**src/hdl/tag_attribute_value_extractor_macros.svh**
```systemverilog
// assertion macros for the tag attribute value extractor
`ifndef TAG_ATTRIBUTE_VALUE_EXTRACTOR_MACROS_SVH
`define TAG_ATTRIBUTE_VALUE_EXTRACTOR_MACROS_SVH

// property that must hold at every clock edge outside reset
`define TAVE_ASSERT(lbl, prop, msg) \
  lbl: assert property (@(posedge clk_i) disable iff (!rst_ni) prop) else $error(msg);

// condition that must never be true outside reset
`define TAVE_ASSERT_NEVER(lbl, cond, msg) \
  lbl: assert property (@(posedge clk_i) disable iff (!rst_ni) !(cond)) else $error(msg);

`endif

```
**src/hdl/tave_pkg.sv**
```systemverilog
// shared types and constants for the tag attribute value extractor
`default_nettype none

package tave_pkg;

  localparam logic [7:0] QUOTE_BYTE = 8'h22;
  localparam logic [7:0] UPPER_A    = 8'h41;
  localparam logic [7:0] UPPER_Z    = 8'h5A;
  localparam logic [7:0] CASE_OFFS  = 8'h20;

  localparam int unsigned SKIP_BYTES = 2;
  localparam int unsigned SKIP_W     = 1;

  localparam int unsigned PAT_W   = 64;
  localparam int unsigned LEN_W   = 4;
  localparam int unsigned ADDR_W  = 5;
  localparam int unsigned DATA_W  = 64;

  typedef enum logic [1:0] {
    REG_TAG_PATTERN  = 2'd0,
    REG_TAG_LENGTH   = 2'd1,
    REG_PROP_PATTERN = 2'd2,
    REG_PROP_LENGTH  = 2'd3
  } reg_idx_e;

  typedef enum logic [3:0] {
    PH_TAG  = 4'b0001,
    PH_PROP = 4'b0010,
    PH_SKIP = 4'b0100,
    PH_EMIT = 4'b1000
  } phase_e;

endpackage

`default_nettype wire

```
**src/hdl/tag_attribute_value_extractor.sv**
```systemverilog
// top level of the tag attribute value extractor
//
// input channel: one text byte per transfer with an end-of-text flag, using
// in_valid_i / in_stall_o. output channel: one value byte or an end-of-value
// marker per transfer, using out_valid_o / out_stall_i.
// the block hunts for the configured tag, then the configured property name,
// drops the next two bytes, then forwards lower-cased bytes until a double
// quote, which yields a marker with value_byte zero and value_done high.
// a byte is taken every cycle while in_stall_o is low; a result is offered at
// the output once the input register has loaded its input byte and the
// result register has loaded it from the single compare and update step.
// a stalled result holds in the result register; the input register keeps
// taking bytes that produce no result, and stalls only when a new result
// would need the occupied result register.
// reset clears the search state, both valid flags and the pattern registers
// (patterns zero, lengths one). the apb port (psel/penable/pwrite/paddr/
// pwdata/prdata/pready) writes the four registers at byte addresses 0, 8,
// 16 and 24; the user must write it only while the block is idle (unchecked).
`default_nettype none

module tag_attribute_value_extractor #(
  parameter int unsigned MAX_PATTERN_BYTES = 8
) (
  input  wire logic                       clk_i,
  input  wire logic                       rst_ni,
  input  wire logic                       in_valid_i,
  output logic                            in_stall_o,
  input  wire logic [7:0]                 text_byte_i,
  input  wire logic                       end_of_text_i,
  output logic                            out_valid_o,
  input  wire logic                       out_stall_i,
  output logic [7:0]                      value_byte_o,
  output logic                            value_done_o,
  input  wire logic                       psel,
  input  wire logic                       penable,
  input  wire logic                       pwrite,
  input  wire logic [tave_pkg::ADDR_W-1:0] paddr,
  input  wire logic [tave_pkg::DATA_W-1:0] pwdata,
  output logic [tave_pkg::DATA_W-1:0]     prdata,
  output logic                            pready
);

  localparam int unsigned WIN_W = 8 * MAX_PATTERN_BYTES;
  localparam int unsigned CNT_W = $clog2(MAX_PATTERN_BYTES + 1);
  localparam int unsigned IDX_W = (MAX_PATTERN_BYTES > 1) ? $clog2(MAX_PATTERN_BYTES) : 1;

  // configuration registers
  logic [tave_pkg::PAT_W-1:0] tag_pat_q, prop_pat_q;
  logic [tave_pkg::LEN_W-1:0] tag_len_q, prop_len_q;
  tave_pkg::reg_idx_e         reg_idx;
  logic                       cfg_wr;

  assign pready  = 1'b1;
  assign reg_idx = tave_pkg::reg_idx_e'(paddr[4:3]);
  assign cfg_wr  = psel & penable & pwrite & pready;

  always_ff @(posedge clk_i or negedge rst_ni) begin
    if (!rst_ni) begin
      tag_pat_q  <= '0;
      tag_len_q  <= tave_pkg::LEN_W'(1);
      prop_pat_q <= '0;
      prop_len_q <= tave_pkg::LEN_W'(1);
    end else if (cfg_wr) begin
      unique case (reg_idx)
        tave_pkg::REG_TAG_PATTERN:  tag_pat_q  <= pwdata;
        tave_pkg::REG_TAG_LENGTH:   tag_len_q  <= pwdata[tave_pkg::LEN_W-1:0];
        tave_pkg::REG_PROP_PATTERN: prop_pat_q <= pwdata;
        tave_pkg::REG_PROP_LENGTH:  prop_len_q <= pwdata[tave_pkg::LEN_W-1:0];
        default: ;
      endcase
    end
  end

  always_comb begin
    unique case (reg_idx)
      tave_pkg::REG_TAG_PATTERN:  prdata = tag_pat_q;
      tave_pkg::REG_TAG_LENGTH:   prdata = tave_pkg::DATA_W'(tag_len_q);
      tave_pkg::REG_PROP_PATTERN: prdata = prop_pat_q;
      tave_pkg::REG_PROP_LENGTH:  prdata = tave_pkg::DATA_W'(prop_len_q);
      default:                    prdata = '0;
    endcase
  end

  // input register
  logic       s1_valid_q, s1_valid_d;
  logic [7:0] s1_byte_q;
  logic       s1_eot_q;
  logic       s1_adv;
  logic       s1_has_res;
  logic       in_take;

  // result register
  logic       out_valid_q, out_valid_d;
  logic [7:0] out_byte_q, out_byte_d;
  logic       out_done_q, out_done_d;

  // search state
  tave_pkg::phase_e            phase_q, phase_d;
  logic [WIN_W-1:0]            recent_q, recent_d;
  logic [CNT_W-1:0]            bip_q, bip_d;
  logic [tave_pkg::SKIP_W-1:0] skip_q, skip_d;

  assign s1_has_res = (phase_q == tave_pkg::PH_EMIT);
  assign s1_adv     = s1_valid_q & (~s1_has_res | ~out_valid_q | ~out_stall_i);
  assign in_stall_o = s1_valid_q & ~s1_adv;
  assign in_take    = in_valid_i & ~in_stall_o;
  assign s1_valid_d = in_take | (s1_valid_q & ~s1_adv);

  always_ff @(posedge clk_i or negedge rst_ni) begin
    if (!rst_ni) begin
      s1_valid_q <= 1'b0;
    end else begin
      s1_valid_q <= s1_valid_d;
    end
  end

  always_ff @(posedge clk_i) begin
    if (in_take) begin
      s1_byte_q <= text_byte_i;
      s1_eot_q  <= end_of_text_i;
    end
  end

  // window compare
  logic [WIN_W-1:0] win;
  logic [CNT_W-1:0] bip_inc;
  logic [CNT_W-1:0] tag_len_eff, prop_len_eff, len_eff;
  logic [7:0]       win_lane [MAX_PATTERN_BYTES];
  logic [7:0]       pat_lane [MAX_PATTERN_BYTES];
  logic [tave_pkg::PAT_W-1:0] pat_sel;
  logic [IDX_W-1:0] k;
  logic             hit;

  always_comb begin
    if (tag_len_q == '0) begin
      tag_len_eff = CNT_W'(1);
    end else if (tag_len_q > tave_pkg::LEN_W'(MAX_PATTERN_BYTES)) begin
      tag_len_eff = CNT_W'(MAX_PATTERN_BYTES);
    end else begin
      tag_len_eff = CNT_W'(tag_len_q);
    end
    if (prop_len_q == '0) begin
      prop_len_eff = CNT_W'(1);
    end else if (prop_len_q > tave_pkg::LEN_W'(MAX_PATTERN_BYTES)) begin
      prop_len_eff = CNT_W'(MAX_PATTERN_BYTES);
    end else begin
      prop_len_eff = CNT_W'(prop_len_q);
    end
  end

  always_comb begin
    win     = WIN_W'({recent_q, s1_byte_q});
    bip_inc = (bip_q < CNT_W'(MAX_PATTERN_BYTES)) ? bip_q + CNT_W'(1) : bip_q;
    if (phase_q == tave_pkg::PH_TAG) begin
      pat_sel = tag_pat_q;
      len_eff = tag_len_eff;
    end else begin
      pat_sel = prop_pat_q;
      len_eff = prop_len_eff;
    end
    hit = (bip_inc >= len_eff);
    k   = '0;
    for (int j = 0; j < MAX_PATTERN_BYTES; j++) begin
      win_lane[j] = win[8*j +: 8];
      pat_lane[j] = pat_sel[8*j +: 8];
    end
    for (int j = 0; j < MAX_PATTERN_BYTES; j++) begin
      if (CNT_W'(j) < len_eff) begin
        k = IDX_W'(len_eff - CNT_W'(j) - CNT_W'(1));
        if (win_lane[j] != pat_lane[k]) begin
          hit = 1'b0;
        end
      end
    end
  end

  // state update and result
  always_comb begin
    phase_d     = phase_q;
    recent_d    = recent_q;
    bip_d       = bip_q;
    skip_d      = skip_q;
    out_byte_d  = out_byte_q;
    out_done_d  = out_done_q;
    out_valid_d = out_valid_q & out_stall_i;
    if (s1_adv) begin
      unique case (phase_q)
        tave_pkg::PH_TAG, tave_pkg::PH_PROP: begin
          recent_d = win;
          bip_d    = bip_inc;
          if (hit) begin
            recent_d = '0;
            bip_d    = '0;
            skip_d   = '0;
            phase_d  = (phase_q == tave_pkg::PH_TAG) ? tave_pkg::PH_PROP : tave_pkg::PH_SKIP;
          end
        end
        tave_pkg::PH_SKIP: begin
          if (skip_q == tave_pkg::SKIP_W'(tave_pkg::SKIP_BYTES - 1)) begin
            skip_d  = '0;
            phase_d = tave_pkg::PH_EMIT;
          end else begin
            skip_d = skip_q + tave_pkg::SKIP_W'(1);
          end
        end
        tave_pkg::PH_EMIT: begin
          out_valid_d = 1'b1;
          if (s1_byte_q == tave_pkg::QUOTE_BYTE) begin
            out_byte_d = '0;
            out_done_d = 1'b1;
            phase_d    = tave_pkg::PH_TAG;
          end else begin
            out_done_d = 1'b0;
            if (s1_byte_q >= tave_pkg::UPPER_A && s1_byte_q <= tave_pkg::UPPER_Z) begin
              out_byte_d = s1_byte_q + tave_pkg::CASE_OFFS;
            end else begin
              out_byte_d = s1_byte_q;
            end
          end
        end
        default: phase_d = tave_pkg::PH_TAG;
      endcase
      if (s1_eot_q) begin
        phase_d  = tave_pkg::PH_TAG;
        recent_d = '0;
        bip_d    = '0;
        skip_d   = '0;
      end
    end
  end

  always_ff @(posedge clk_i or negedge rst_ni) begin
    if (!rst_ni) begin
      phase_q     <= tave_pkg::PH_TAG;
      recent_q    <= '0;
      bip_q       <= '0;
      skip_q      <= '0;
      out_valid_q <= 1'b0;
    end else begin
      phase_q     <= phase_d;
      recent_q    <= recent_d;
      bip_q       <= bip_d;
      skip_q      <= skip_d;
      out_valid_q <= out_valid_d;
    end
  end

  always_ff @(posedge clk_i) begin
    out_byte_q <= out_byte_d;
    out_done_q <= out_done_d;
  end

  assign out_valid_o  = out_valid_q;
  assign value_byte_o = out_byte_q;
  assign value_done_o = out_done_q;

  `include "tag_attribute_value_extractor_macros.svh"

  `TAVE_ASSERT(bip_bounded, bip_q <= CNT_W'(MAX_PATTERN_BYTES), "phase byte count overflow")
  `TAVE_ASSERT_NEVER(window_outside_search,
      (phase_q == tave_pkg::PH_SKIP || phase_q == tave_pkg::PH_EMIT) &&
      (recent_q != '0 || bip_q != '0),
      "window not cleared outside search")
  `TAVE_ASSERT(skip_only_in_skip,
      skip_q != '0 |-> phase_q == tave_pkg::PH_SKIP,
      "skip count set outside skip phase")
  `TAVE_ASSERT(eot_restarts,
      s1_adv && s1_eot_q |=> phase_q == tave_pkg::PH_TAG && bip_q == '0,
      "end of text did not restart search")
  `TAVE_ASSERT(emit_fills_result,
      s1_adv && s1_has_res |=> out_valid_q,
      "emitted byte lost")

endmodule

`default_nettype wire
```
**config.mk**
```make
export PLATFORM = sky130hd
export DESIGN_NAME = tag_attribute_value_extractor
export DESIGN_NICKNAME = d
export VERILOG_FILES = /design/src/hdl/tave_pkg.sv /design/src/hdl/tag_attribute_value_extractor.sv
export VERILOG_INCLUDE_DIRS = /design/src /design/src/hdl
export SDC_FILE = /design/constraint.sdc
export NUM_CORES = 1
export LEC_CHECK = 0
export ABC_AREA = 0
export BUFFER_PORTS_ARGS = -buffer_cell sky130_fd_sc_hd__buf_2
export CORE_MARGIN = 4
export CORE_UTILIZATION = 25
export CTS_CLUSTER_DIAMETER = 40
export CTS_CLUSTER_SIZE = 28
export DETAILED_ROUTE_END_ITERATION = 12
export PLACE_DENSITY = 0.42
export SLEW_MARGIN = 20
export SYNTH_ARGS = -nofsm -noshare
export SYNTH_HDL_FRONTEND = slang
export SYNTH_SLANG_ARGS = --single-unit
```
**constraint.sdc**
```tcl
create_clock -name clk_i -period 8.4 [get_ports clk_i]
set_input_delay 2.52 -clock clk_i [delete_from_list [all_inputs] [get_ports clk_i]]
set_output_delay 2.52 -clock clk_i [all_outputs]
set_load 0.01 [all_outputs]
```
# ---- After elaboration in Yosys (flattened, before gate mapping)
# Index checks and enable logic that the tools add are counted.
dict set report word_totals {
  register_bits 221
  input_bits 85
  wordCells 177
}
dict set report op_classes {
  add_sub_neg 17
  order_cmp 22
  eq_ne 19
  n_mux 68
  n_bitwise 22
  n_reduce_logical 15
}
# cell n
set op_table {}
lappend op_table {{$pmux 64 s4} 1}
lappend op_table {{$bmux 8 s3} 8}
lappend op_table {{$mux 56} 3}
lappend op_table {{$mux 8} 17}
lappend op_table {{$mux 64} 1}
lappend op_table {{$ne 8x8->1} 8}
lappend op_table {{$mux 4} 13}
lappend op_table {{$ge 4x4->1 const B} 8}
lappend op_table {{$not 3->4} 8}
lappend op_table {{$sub 3x1->3 const B} 8}
lappend op_table {{$mux 1} 22}
lappend op_table {{$lt 3x4->1 const A} 4}
lappend op_table {{$pmux 4 s3} 1}
lappend op_table {{$reduce_and 2->1} 6}
lappend op_table {{$sub 3x3->3 const B} 4}
lappend op_table {{$add 8x6->8 const B} 1}
lappend op_table {{$eq 8x6->1 const B} 1}
lappend op_table {{$ge 8x7->1 const B} 1}
lappend op_table {{$gt 4x4->1 const B} 2}
lappend op_table {{$le 8x7->1 const B} 1}
lappend op_table {{$logic_not 4->1} 2}
lappend op_table {{$lt 1x4->1 const A} 2}
lappend op_table {{$lt 2x4->1 const A} 2}
lappend op_table {{$and 1x1->1} 6}
lappend op_table {{other kinds (24)} 33}

# ---- Logic depth before layout (Yosys ltp)
# Gate-level depths: netlist of the first run.
dict set report depth {
  word_depth 29
  mapped_depth 23
  depth_no_buf 16
}

# ---- Least setup slack after synthesis of the first run
# OpenSTA, ideal clock, no wires.
dict set report synth_timing {
  path_kind {input to output}
  startpoint {input paddr[4] (netlist name)}
  endpoint {output prdata[10] (netlist name)}
  arrival_time_ps 3672
  required_ps 5880
  path_slack_ps 2208
  cell_stages 4
  n_path_buf 2
  cell_sequence {buf_1 buf_1 mux2i_1 nor2_1}
}
dict set report synth_between {
  elab_chain_len 2
  elab_cells_between_ends 5
  cone_classes {3 x eq/ne; 1 x mux; 1 x reduce/logical}
}
# element line
set synth_lines {}
lappend synth_lines {{from (decl)} tag_attribute_value_extractor.sv:37} ;# input wire logic [tave_pkg::ADDR_W-1:0] paddr,
lappend synth_lines {{$eq 2x2->1, or another cell as far along} tag_attribute_value_extractor.sv:75} ;# unique case (reg_idx)
lappend synth_lines {{$pmux 64 s4 *} tag_attribute_value_extractor.sv:75}
lappend synth_lines {{to (decl)} tag_attribute_value_extractor.sv:39} ;# output logic [tave_pkg::DATA_W-1:0] prdata,
# Mark *: on every way between the ends. The rest lies on a longest branch, timed or not.

# ---- Worst setup path after layout of the first run
dict set report layout_timing {
  startpoint {input paddr[4] (netlist name)}
  endpoint {output prdata[41] (netlist name)}
}
# The elaborated chain is that of the path after synthesis.

==> results of run 1 <==
placed cells by master (no fill, tap or decap), drive strengths merged, types with 13 or more instances in the layout:
cell type,n
a22o,63
mux4,26
nand4,84
a311o,13
clkbuf,63
a21oi,46
o22ai,25
nor3,39
or3,14
xnor2,29
nor2,121
a22oi,16
o211ai,49
clkinv,14
nand2,77
xor2,34
o21ai,40
nand3,18
mux2,141
buf,196
edfxtp,18
mux2i,126
nor4,29
inv,27
dfrtp,200
cell families (layout without fill, tap and decap cells):
| logic type | Yosys count | in the layout | share of synthesized area [%] |
|---|---|---|---|
| muxes | 293 | 293 | 22.7 |
| other | 1 | 1 | 0.0248 |
| xor gates and xnor gates | 63 | 63 | 3.70 |
| adders and majority gates | 8 | 8 | 0.662 |
| and+or+nand+nor | 426 | 426 | 14.2 |
| AOI/OAI and AO/OA | 347 | 347 | 17.1 |
| buffers and inverters | 161 | 306 | 4.40 |
| DFF | 221 | 221 | 37.2 |
layout make-up:
cell class | instances | area share (%)
well taps | 773 | 5.28
clock buffers | 62 | 7.30
inverters | 18 | 0.369
clock inverters | 29 | 1.59
multi-input cells | 1138 | 48.7
flip-flops and latches | 221 | 30.7
repair buffers | 197 | 6.07
flip-flops by register name, indices dropped and copies added, names as in the netlist:
register and flops:
recent_q 56, phase_q 4, s1_eot_q 1, value_done_o 1, s1_byte_q 8, value_byte_o 8
tag_len_q 4, prop_pat_q 64, tag_pat_q 64, out_valid_o 1, s1_valid_q 1, bip_q 4
prop_len_q 4, skip_q 1
per-layer routing:
layer	GRT usage [%]	up-vias	share of wire [%]
met5	0	-	0
met4	5.77	0	3.1
met3	2.82	107	5.7
met2	28.9	536	47
met1	24.6	7004	45
li1	-	6085	-
power by group:
part / internal, mW / switching, mW / leakage (nW)
Combinational: 1.50 / 2.36 / 4.32
Sequential: 1.28 / 0.363 / 2.75
Clock: 1.21 / 0.665 / 0.791
Total: 3.98 / 3.39 / 7.86
per-stage QoR:
| stage | instance area [um2] | hold WS [ns] | util, % | setup WS, ns | instances |
|---|---|---|---|---|---|
| 2_1_floorplan | 15100 | 0.466 | - | 2.21 | 1520 |
| 3_3_place_gp | 16700 | 0.489 | 28.1 | 1.67 | 2347 |
| 5_1_grt | 18300 | 0.546 | 30.8 | 1.51 | 2438 |
| 3_5_place_dp | 16700 | 0.507 | 28.1 | 1.67 | 2347 |
| 6_report | 18300 | 0.511 | 30.8 | 1.71 | 2438 |
| 4_1_cts | 18300 | 0.514 | 30.8 | 1.66 | 2438 |
worst max-delay path by stage:
| stage | startpoint | end | slack (ns) | cells after the start |
|---|---|---|---|---|
| floorplan | paddr[4] | prdata[10] | 2.21 | 4 |
| global placement | paddr[4] | prdata[41] | 1.67 | 5 |
| detailed placement | paddr[4] | prdata[41] | 1.67 | 5 |
| CTS | paddr[4] | prdata[41] | 1.66 | 5 |
| global route | phase_q[0]$_DFFE_PN1P_ | recent_q[22]$_DFFE_PN0P_ | 1.51 | 16 |
| finish | paddr[4] | prdata[41] | 1.71 | 5 |
==> summary.log, run 1 <==
INFO  status         outcome=completed
INFO  pwr            max-vdd-ir-drop=0.160mV
INFO  final_layout   multi_input_area=8910um2
INFO  final_layout   syn2layout_area_growth=21.1%
INFO  synth          synth_async_sr_flop_share=91.9%
INFO  grt            global_route_wire_length_before_repair=88.7mm
INFO  worst_setup_path critical-path-slowest-cell=sky130_fd_sc_hd__buf_4
INFO  route          wirelength=59.1mm
INFO  worst_setup_path timing.rr.start=phase_q[0]$_DFFE_PN1P_
INFO  final_layout   antenna_cells=0
INFO  pwr            power-per-cell-area=402nW/um2
INFO  final_layout   filler_cell_count=6,224
INFO  clocking       htree_levels=2
INFO  synth          syn-instance-count=1,520
INFO  final_layout   final_net_count=1,718
INFO  timing         final_max_slew_viol_count=0
INFO  clocking       clk_latency=0.59ns
INFO  route          postRouteAntennaNets=0
INFO  route          drc=0
INFO  clocking       path_clk_slew=0.05ns
INFO  worst_setup_path cp_slowest_stage_delay=0.52ns
INFO  timing         min_period=6.69ns
INFO  floorplanning  die-area=64,500um2
INFO  worst_setup_path worstSetupPathType=input pin to output port
INFO  grt            maximum_number_of_pins_on_one_net_before_global_route_repair=110
INFO  route          initialDrtViolationCount=1,326
INFO  floorplanning  die_width=254um
INFO  clocking       tritoncts=yes
INFO  synth          synth_top_cells_by_area=sky130_fd_sc_hd__dfrtp_1 (33%), sky130_fd_sc_hd__mux2_2 (11%), sky130_fd_sc_hd__mux2i_1 (8.3%)
INFO  worst_setup_path timing.critical_path.arrival=4.17ns
INFO  run            max_cap_viol_count=0
INFO  place          port_buffers=156
INFO  synth          edff_count_synth=18
INFO  synth          postSynthAreaPerCell=9.94um2
INFO  place          gpl.final_weighted_congestion=0.905
INFO  timing         finClkSkew=0.0420ns
INFO  route          route.detailed.wl_per_inst=24.3um
INFO  clocking       tritoncts.num_buffers=49
INFO  timing         rsz_0062_raised_after_global_routing=false
INFO  worst_setup_path timing.critical_path.max_delay_family=buffers and inverters
INFO  floorplanning  start_util=25.4%
INFO  grt            global_route.usage.total=17.9%
INFO  worst_setup_path setup_crit_start_kind=input pin
INFO  pwr            total_power=7.36mW
INFO  synth          synth_cell_types=78
INFO  timing         final_hold_viol_count=0
INFO  worst_setup_path cp_num_buf_inv=3
INFO  synth          yosys_warnings=0
INFO  pwr            leakagePower=7.86nW
INFO  synth          synth.top_cells.by_count=sky130_fd_sc_hd__dfrtp_1 (200), sky130_fd_sc_hd__mux2_2 (141), sky130_fd_sc_hd__mux2i_1 (126), sky130_fd_sc_hd__nor2_1 (121), sky130_fd_sc_hd__clkbuf_1 (86)
INFO  synth          postSynthRegisterBits=221
INFO  floorplanning  rows=89
INFO  clocking       clock_tree.buffer_depth=3
INFO  worst_setup_path path_max_fanout=33
INFO  timing         slew_headroom=32.1%
INFO  final_layout   drive_gt1_share=28.8%
INFO  worst_setup_path ff_to_ff_setup_slack=1.80ns
INFO  timing         finalSetupViolations=0
INFO  min_path       worstHoldPathType=flip-flop to flip-flop
INFO  route          routed_via_density=5.63
INFO  grt            grt.overflow.total=0
INFO  synth          synthFlopType=sky130_fd_sc_hd__dfrtp_1
INFO  timing         tightestPinTransition=1.02ns
INFO  final_layout   seqCellArea=5630um2
INFO  floorplanning  fp.coreArea=59,500um2
INFO  worst_setup_path worstReg2RegEnd=recent_q[22]$_DFFE_PN0P_
INFO  place          place_hpwl=41.6mm
INFO  floorplanning  boundaryPins=161
INFO  synth          ys_seq_area_share=37.2%
INFO  timing         fmaxAchievable=0.150GHz
INFO  synth          yosys.cell_count.top_type=sky130_fd_sc_hd__dfrtp_1
INFO  grt            via_count_of_the_first_global_routing_pass=13,575
INFO  clocking       cts_hold_buffers=0
INFO  worst_setup_path cp_cell_sequence=buf_4, buf_4, mux2i_1, nor2_1, buf_2
INFO  worst_setup_path crit_path_end_kind=output port
INFO  worst_setup_path path_common_cell=sky130_fd_sc_hd__buf_4
INFO  route          first_pass_iters=6
INFO  clocking       post_cts.resized_instances=0
INFO  worst_setup_path required_time_at_the_endpoint_of_the_critical_path=5.88ns
INFO  synth          synth.largest_area_cell=sky130_fd_sc_hd__dfrtp_1
INFO  timing         fin_setup_tns=0ns
INFO  min_path       timing.hold.worst_path_depth=1
INFO  synth          syn_area=15,100um2
INFO  timing         final.period_utilization=79.6%
INFO  min_path       worstHoldEndpoint=skip_q$_DFFE_PN0P_
INFO  synth          synth_top_cell_area_share=33.1%
INFO  worst_setup_path reg2reg_depth=16
INFO  min_path       timing.hold.worst.start=skip_q$_DFFE_PN0P_
INFO  synth          synthesis.nets=1,613
INFO  clocking       cts_root_buffer_type=sky130_fd_sc_hd__clkbuf_16
INFO  route          dr_total_vias=13,732
INFO  clocking       cts.sink_count=221
INFO  floorplanning  die_height=254um
INFO  clocking       total_setup_buffers_inserted_after_cts=0
INFO  grt            antenna_found_initial=1
(Power assumes the default switching activity.)
==> run 2: changes to the inputs <==
clock period = 6.95 ns   (was 8.4 ns; I/O delays follow)
==> summary.log, run 2 (synthesis results as in run 1) <==
INFO  final_layout   seqCellArea=5630um2 [unchanged]
INFO  place          gpl.final_weighted_congestion=0.901 [was 0.905]
INFO  timing         fmaxAchievable=0.160GHz
INFO  clocking       tritoncts=yes [unchanged]
INFO  timing         tightestPinTransition=0.949ns [was 1.02 ns]
INFO  timing         finalSetupViolations=0 [unchanged]
INFO  worst_setup_path worstSetupPathType=flip-flop to flip-flop [was input pin to output port]
INFO  pwr            max-vdd-ir-drop=0.295mV [was 0.160 mV]
INFO  grt            global_route.usage.total=17.8% [was 17.9%]
INFO  worst_setup_path required_time_at_the_endpoint_of_the_critical_path=7.36ns [was 5.88 ns]
INFO  timing         slew_headroom=36.0% [was 32.1%]
INFO  worst_setup_path startpoint=phase_q[0]$_DFFE_PN1P_ [was paddr[4]]
INFO  timing         final.hold.worst_slack=0.503ns [was 0.511 ns]
INFO  grt            grt.overflow.total=0 [unchanged]
INFO  final_layout   most_common_library_cell_in_the_layout_ignoring_fill_and_taps=sky130_fd_sc_hd__dfrtp_1 [unchanged]
INFO  floorplanning  die-area=64,500um2 [unchanged]
INFO  floorplanning  die_height=254um [unchanged]
INFO  timing         min_period=6.25ns
INFO  clocking       htree_levels=2 [unchanged]
INFO  final_layout   syn2layout_area_growth=21.5% [was 21.1%]
INFO  place          port_buffers=156 [unchanged]
INFO  route          postRouteAntennaNets=0 [unchanged]
INFO  route          wirelength=58.9mm [was 59.1 mm]
INFO  status         outcome=completed [unchanged]
INFO  final_layout   drive_gt1_share=28.9% [was 28.8%]
INFO  floorplanning  boundaryPins=161 [unchanged]
INFO  run            max_cap_viol_count=0 [unchanged]
INFO  grt            via_count_of_the_first_global_routing_pass=13,384 [was 13,575]
INFO  clocking       path_clk_slew=0.05ns [about the same]
INFO  clocking       clk_latency=0.56ns [was 0.59 ns]
INFO  pwr            total_power=8.92mW [was 7.36 mW]
INFO  place          place_hpwl=42.1mm [was 41.6 mm]
INFO  clocking       cts.sink_count=221 [unchanged]
INFO  final_layout   final_net_count=1,717 [was 1,718]
INFO  grt            maximum_number_of_pins_on_one_net_before_global_route_repair=137 [was 110]
INFO  floorplanning  rows=89 [unchanged]
INFO  worst_setup_path timing.critical_path.arrival=6.67ns [was 4.17 ns]
INFO  worst_setup_path setup_crit_start_kind=flip-flop [was input pin]
INFO  worst_setup_path ff_to_ff_setup_slack=0.70ns [was 1.80 ns]
INFO  timing         finClkSkew=0.0349ns [was 0.0420 ns]
INFO  route          route.detailed.wl_per_inst=24.2um [was 24.3 um]
INFO  worst_setup_path path_max_fanout=59 [was 33]
INFO  clocking       cts_root_buffer_type=sky130_fd_sc_hd__clkbuf_16 [unchanged]
INFO  floorplanning  die_width=254um [unchanged]
INFO  timing         final.setup.worst_slack=0.699ns [was 1.71 ns]
INFO  grt            antenna_found_initial=0 [was 1]
INFO  clocking       clock_tree.buffer_depth=3 [unchanged]
INFO  pwr            power-per-cell-area=486nW/um2 [was 402 nW/um2]
INFO  worst_setup_path crit_path_end_kind=flip-flop [was output port]
INFO  route          initialDrtViolationCount=1,154 [was 1,326]
INFO  route          first_pass_iters=6 [unchanged]
INFO  clocking       total_setup_buffers_inserted_after_cts=0 [unchanged]
INFO  timing         final_max_slew_viol_count=0 [unchanged]
INFO  floorplanning  fp.coreArea=59,500um2 [unchanged]
INFO  timing         fin_setup_tns=0ns [unchanged]
INFO  timing         final_hold_viol_count=0 [unchanged]
INFO  worst_setup_path timing.rr.start=phase_q[0]$_DFFE_PN1P_ [unchanged]
INFO  worst_setup_path worstSetupEndpoint=recent_q[46]$_DFFE_PN0P_ [was prdata[41]]
INFO  timing         rsz_0062_raised_after_global_routing=false [unchanged]
INFO  clocking       tritoncts.num_buffers=45 [was 49]
INFO  route          drc=0 [unchanged]
INFO  place          placement.setup.worst_slack=0.787ns [was 1.67 ns]
INFO  final_layout   multi_input_area=8910um2 [unchanged]
INFO  grt            global_route_wire_length_before_repair=88.2mm [was 88.7 mm]
INFO  final_layout   final_cell_mix=sky130_fd_sc_hd__dfrtp_1 (199), sky130_fd_sc_hd__buf_2 (154), sky130_fd_sc_hd__mux2_2 (141), sky130_fd_sc_hd__mux2i_1 (125), sky130_fd_sc_hd__nor2_1 (118) [unchanged]
INFO  clocking       cts_hold_buffers=0 [unchanged]
INFO  floorplanning  start_util=25.4% [unchanged]
INFO  worst_setup_path worstReg2RegEnd=recent_q[46]$_DFFE_PN0P_ [was recent_q[22]$_DFFE_PN0P_]
INFO  route          dr_total_vias=13,634 [was 13,732]
INFO  pwr            leakagePower=7.89nW [was 7.86 nW]
INFO  timing         final.period_utilization=89.9%
INFO  final_layout   filler_cell_count=6,234 [was 6,224]
INFO  route          routed_via_density=5.60 [was 5.63]
INFO  final_layout   biggestRegsByFlops=prop_pat_q (64), tag_pat_q (64), recent_q (56) [unchanged]
INFO  clocking       post_cts.resized_instances=0 [unchanged]
INFO  min_path       worstHoldPathType=flip-flop to flip-flop [unchanged]
INFO  worst_setup_path reg2reg_depth=16 [unchanged]
-- run 2: cell types whose count changed in the layout (fill, tap and decap cells not counted), moves of 2 or more --
cell | before | now
sky130_fd_sc_hd__bufinv_16 | 2 | 8
sky130_fd_sc_hd__clkbuf_1 | 8 | 3
sky130_fd_sc_hd__inv_8 | 5 | 0
sky130_fd_sc_hd__clkbuf_16 | 50 | 46
sky130_fd_sc_hd__buf_12 | 1 | 3
-- run 2: layout make-up --
cell class	instances	area share, %
Antenna cell	1	0.0136
Clock buffer	54	6.70
Clock inverter	29	2.18
Inverter	18	0.368
Multi-Input combinational cell	1138	48.5
Sequential cell	221	30.6
Tap cell	773	5.27
Timing Repair Buffer	200	6.31
-- run 2: power by group --
group	total (mW)	switching [mW]	internal (mW)
Clock	2.29	0.725	1.56
Combinational	4.66	2.84	1.82
Sequential	1.98	0.434	1.54
-- run 2: how the worst min path moves through the flow --
| stage | startpoint | end | slack [ns] | cells past startpoint |
|---|---|---|---|---|
| 3_5_place_dp | skip_q$_DFFE_PN0P_ | skip_q$_DFFE_PN0P_ | 0.49 | 1 |
| 6_report | skip_q$_DFFE_PN0P_ | skip_q$_DFFE_PN0P_ | 0.50 | 1 |
| 5_1_grt | skip_q$_DFFE_PN0P_ | skip_q$_DFFE_PN0P_ | 0.52 | 1 |
| 3_3_place_gp | skip_q$_DFFE_PN0P_ | skip_q$_DFFE_PN0P_ | 0.49 | 1 |
| 2_1_floorplan | skip_q$_DFFE_PN0P_ | skip_q$_DFFE_PN0P_ | 0.47 | 1 |
| 4_1_cts | skip_q$_DFFE_PN0P_ | skip_q$_DFFE_PN0P_ | 0.50 | 1 |
-- run 2: routing by layer --
| layer | up-vias | track usage, % | part of all wire (%) | routed length (um) |
|---|---|---|---|---|
| li1 | 6067 | - | - | - |
| met1 | 6985 | 24.2 | 44 | 26200 |
| met2 | 503 | 29.3 | 47 | 27900 |
| met3 | 79 | 2.93 | 5.7 | 3330 |
| met4 | 0 | 5.02 | 2.5 | 1490 |
| met5 | - | 0 | 0 | 0 |
-- run 2: critical path, cell delays in order, from the launching register on --
cell and delay (ns):
sky130_fd_sc_hd__dfstp_2 0.59, sky130_fd_sc_hd__nor4b_4 0.56, sky130_fd_sc_hd__nand3_1 0.14, sky130_fd_sc_hd__nand2_1 0.12
sky130_fd_sc_hd__inv_2 0.13, sky130_fd_sc_hd__ha_1 0.72, sky130_fd_sc_hd__clkinv_1 0.67, sky130_fd_sc_hd__nand2_1 0.48
sky130_fd_sc_hd__o22ai_1 0.14, sky130_fd_sc_hd__o21ai_0 0.15, sky130_fd_sc_hd__or4b_1 0.51, sky130_fd_sc_hd__or4_1 0.46
sky130_fd_sc_hd__or2_1 0.26, sky130_fd_sc_hd__o41ai_4 0.42, sky130_fd_sc_hd__a211oi_4 0.11, sky130_fd_sc_hd__buf_4 0.35
sky130_fd_sc_hd__a22o_1 0.26
-- run 2: metrics by stage --
step	instance area (um2)	instances	util (%)
after detailed placement	16700	2350	28.1
after global placement	16700	2350	28.1
after CTS	18400	2433	30.9
after global routing	18400	2433	30.9
after floorplan	15100	1520	-
final	18400	2434	30.9
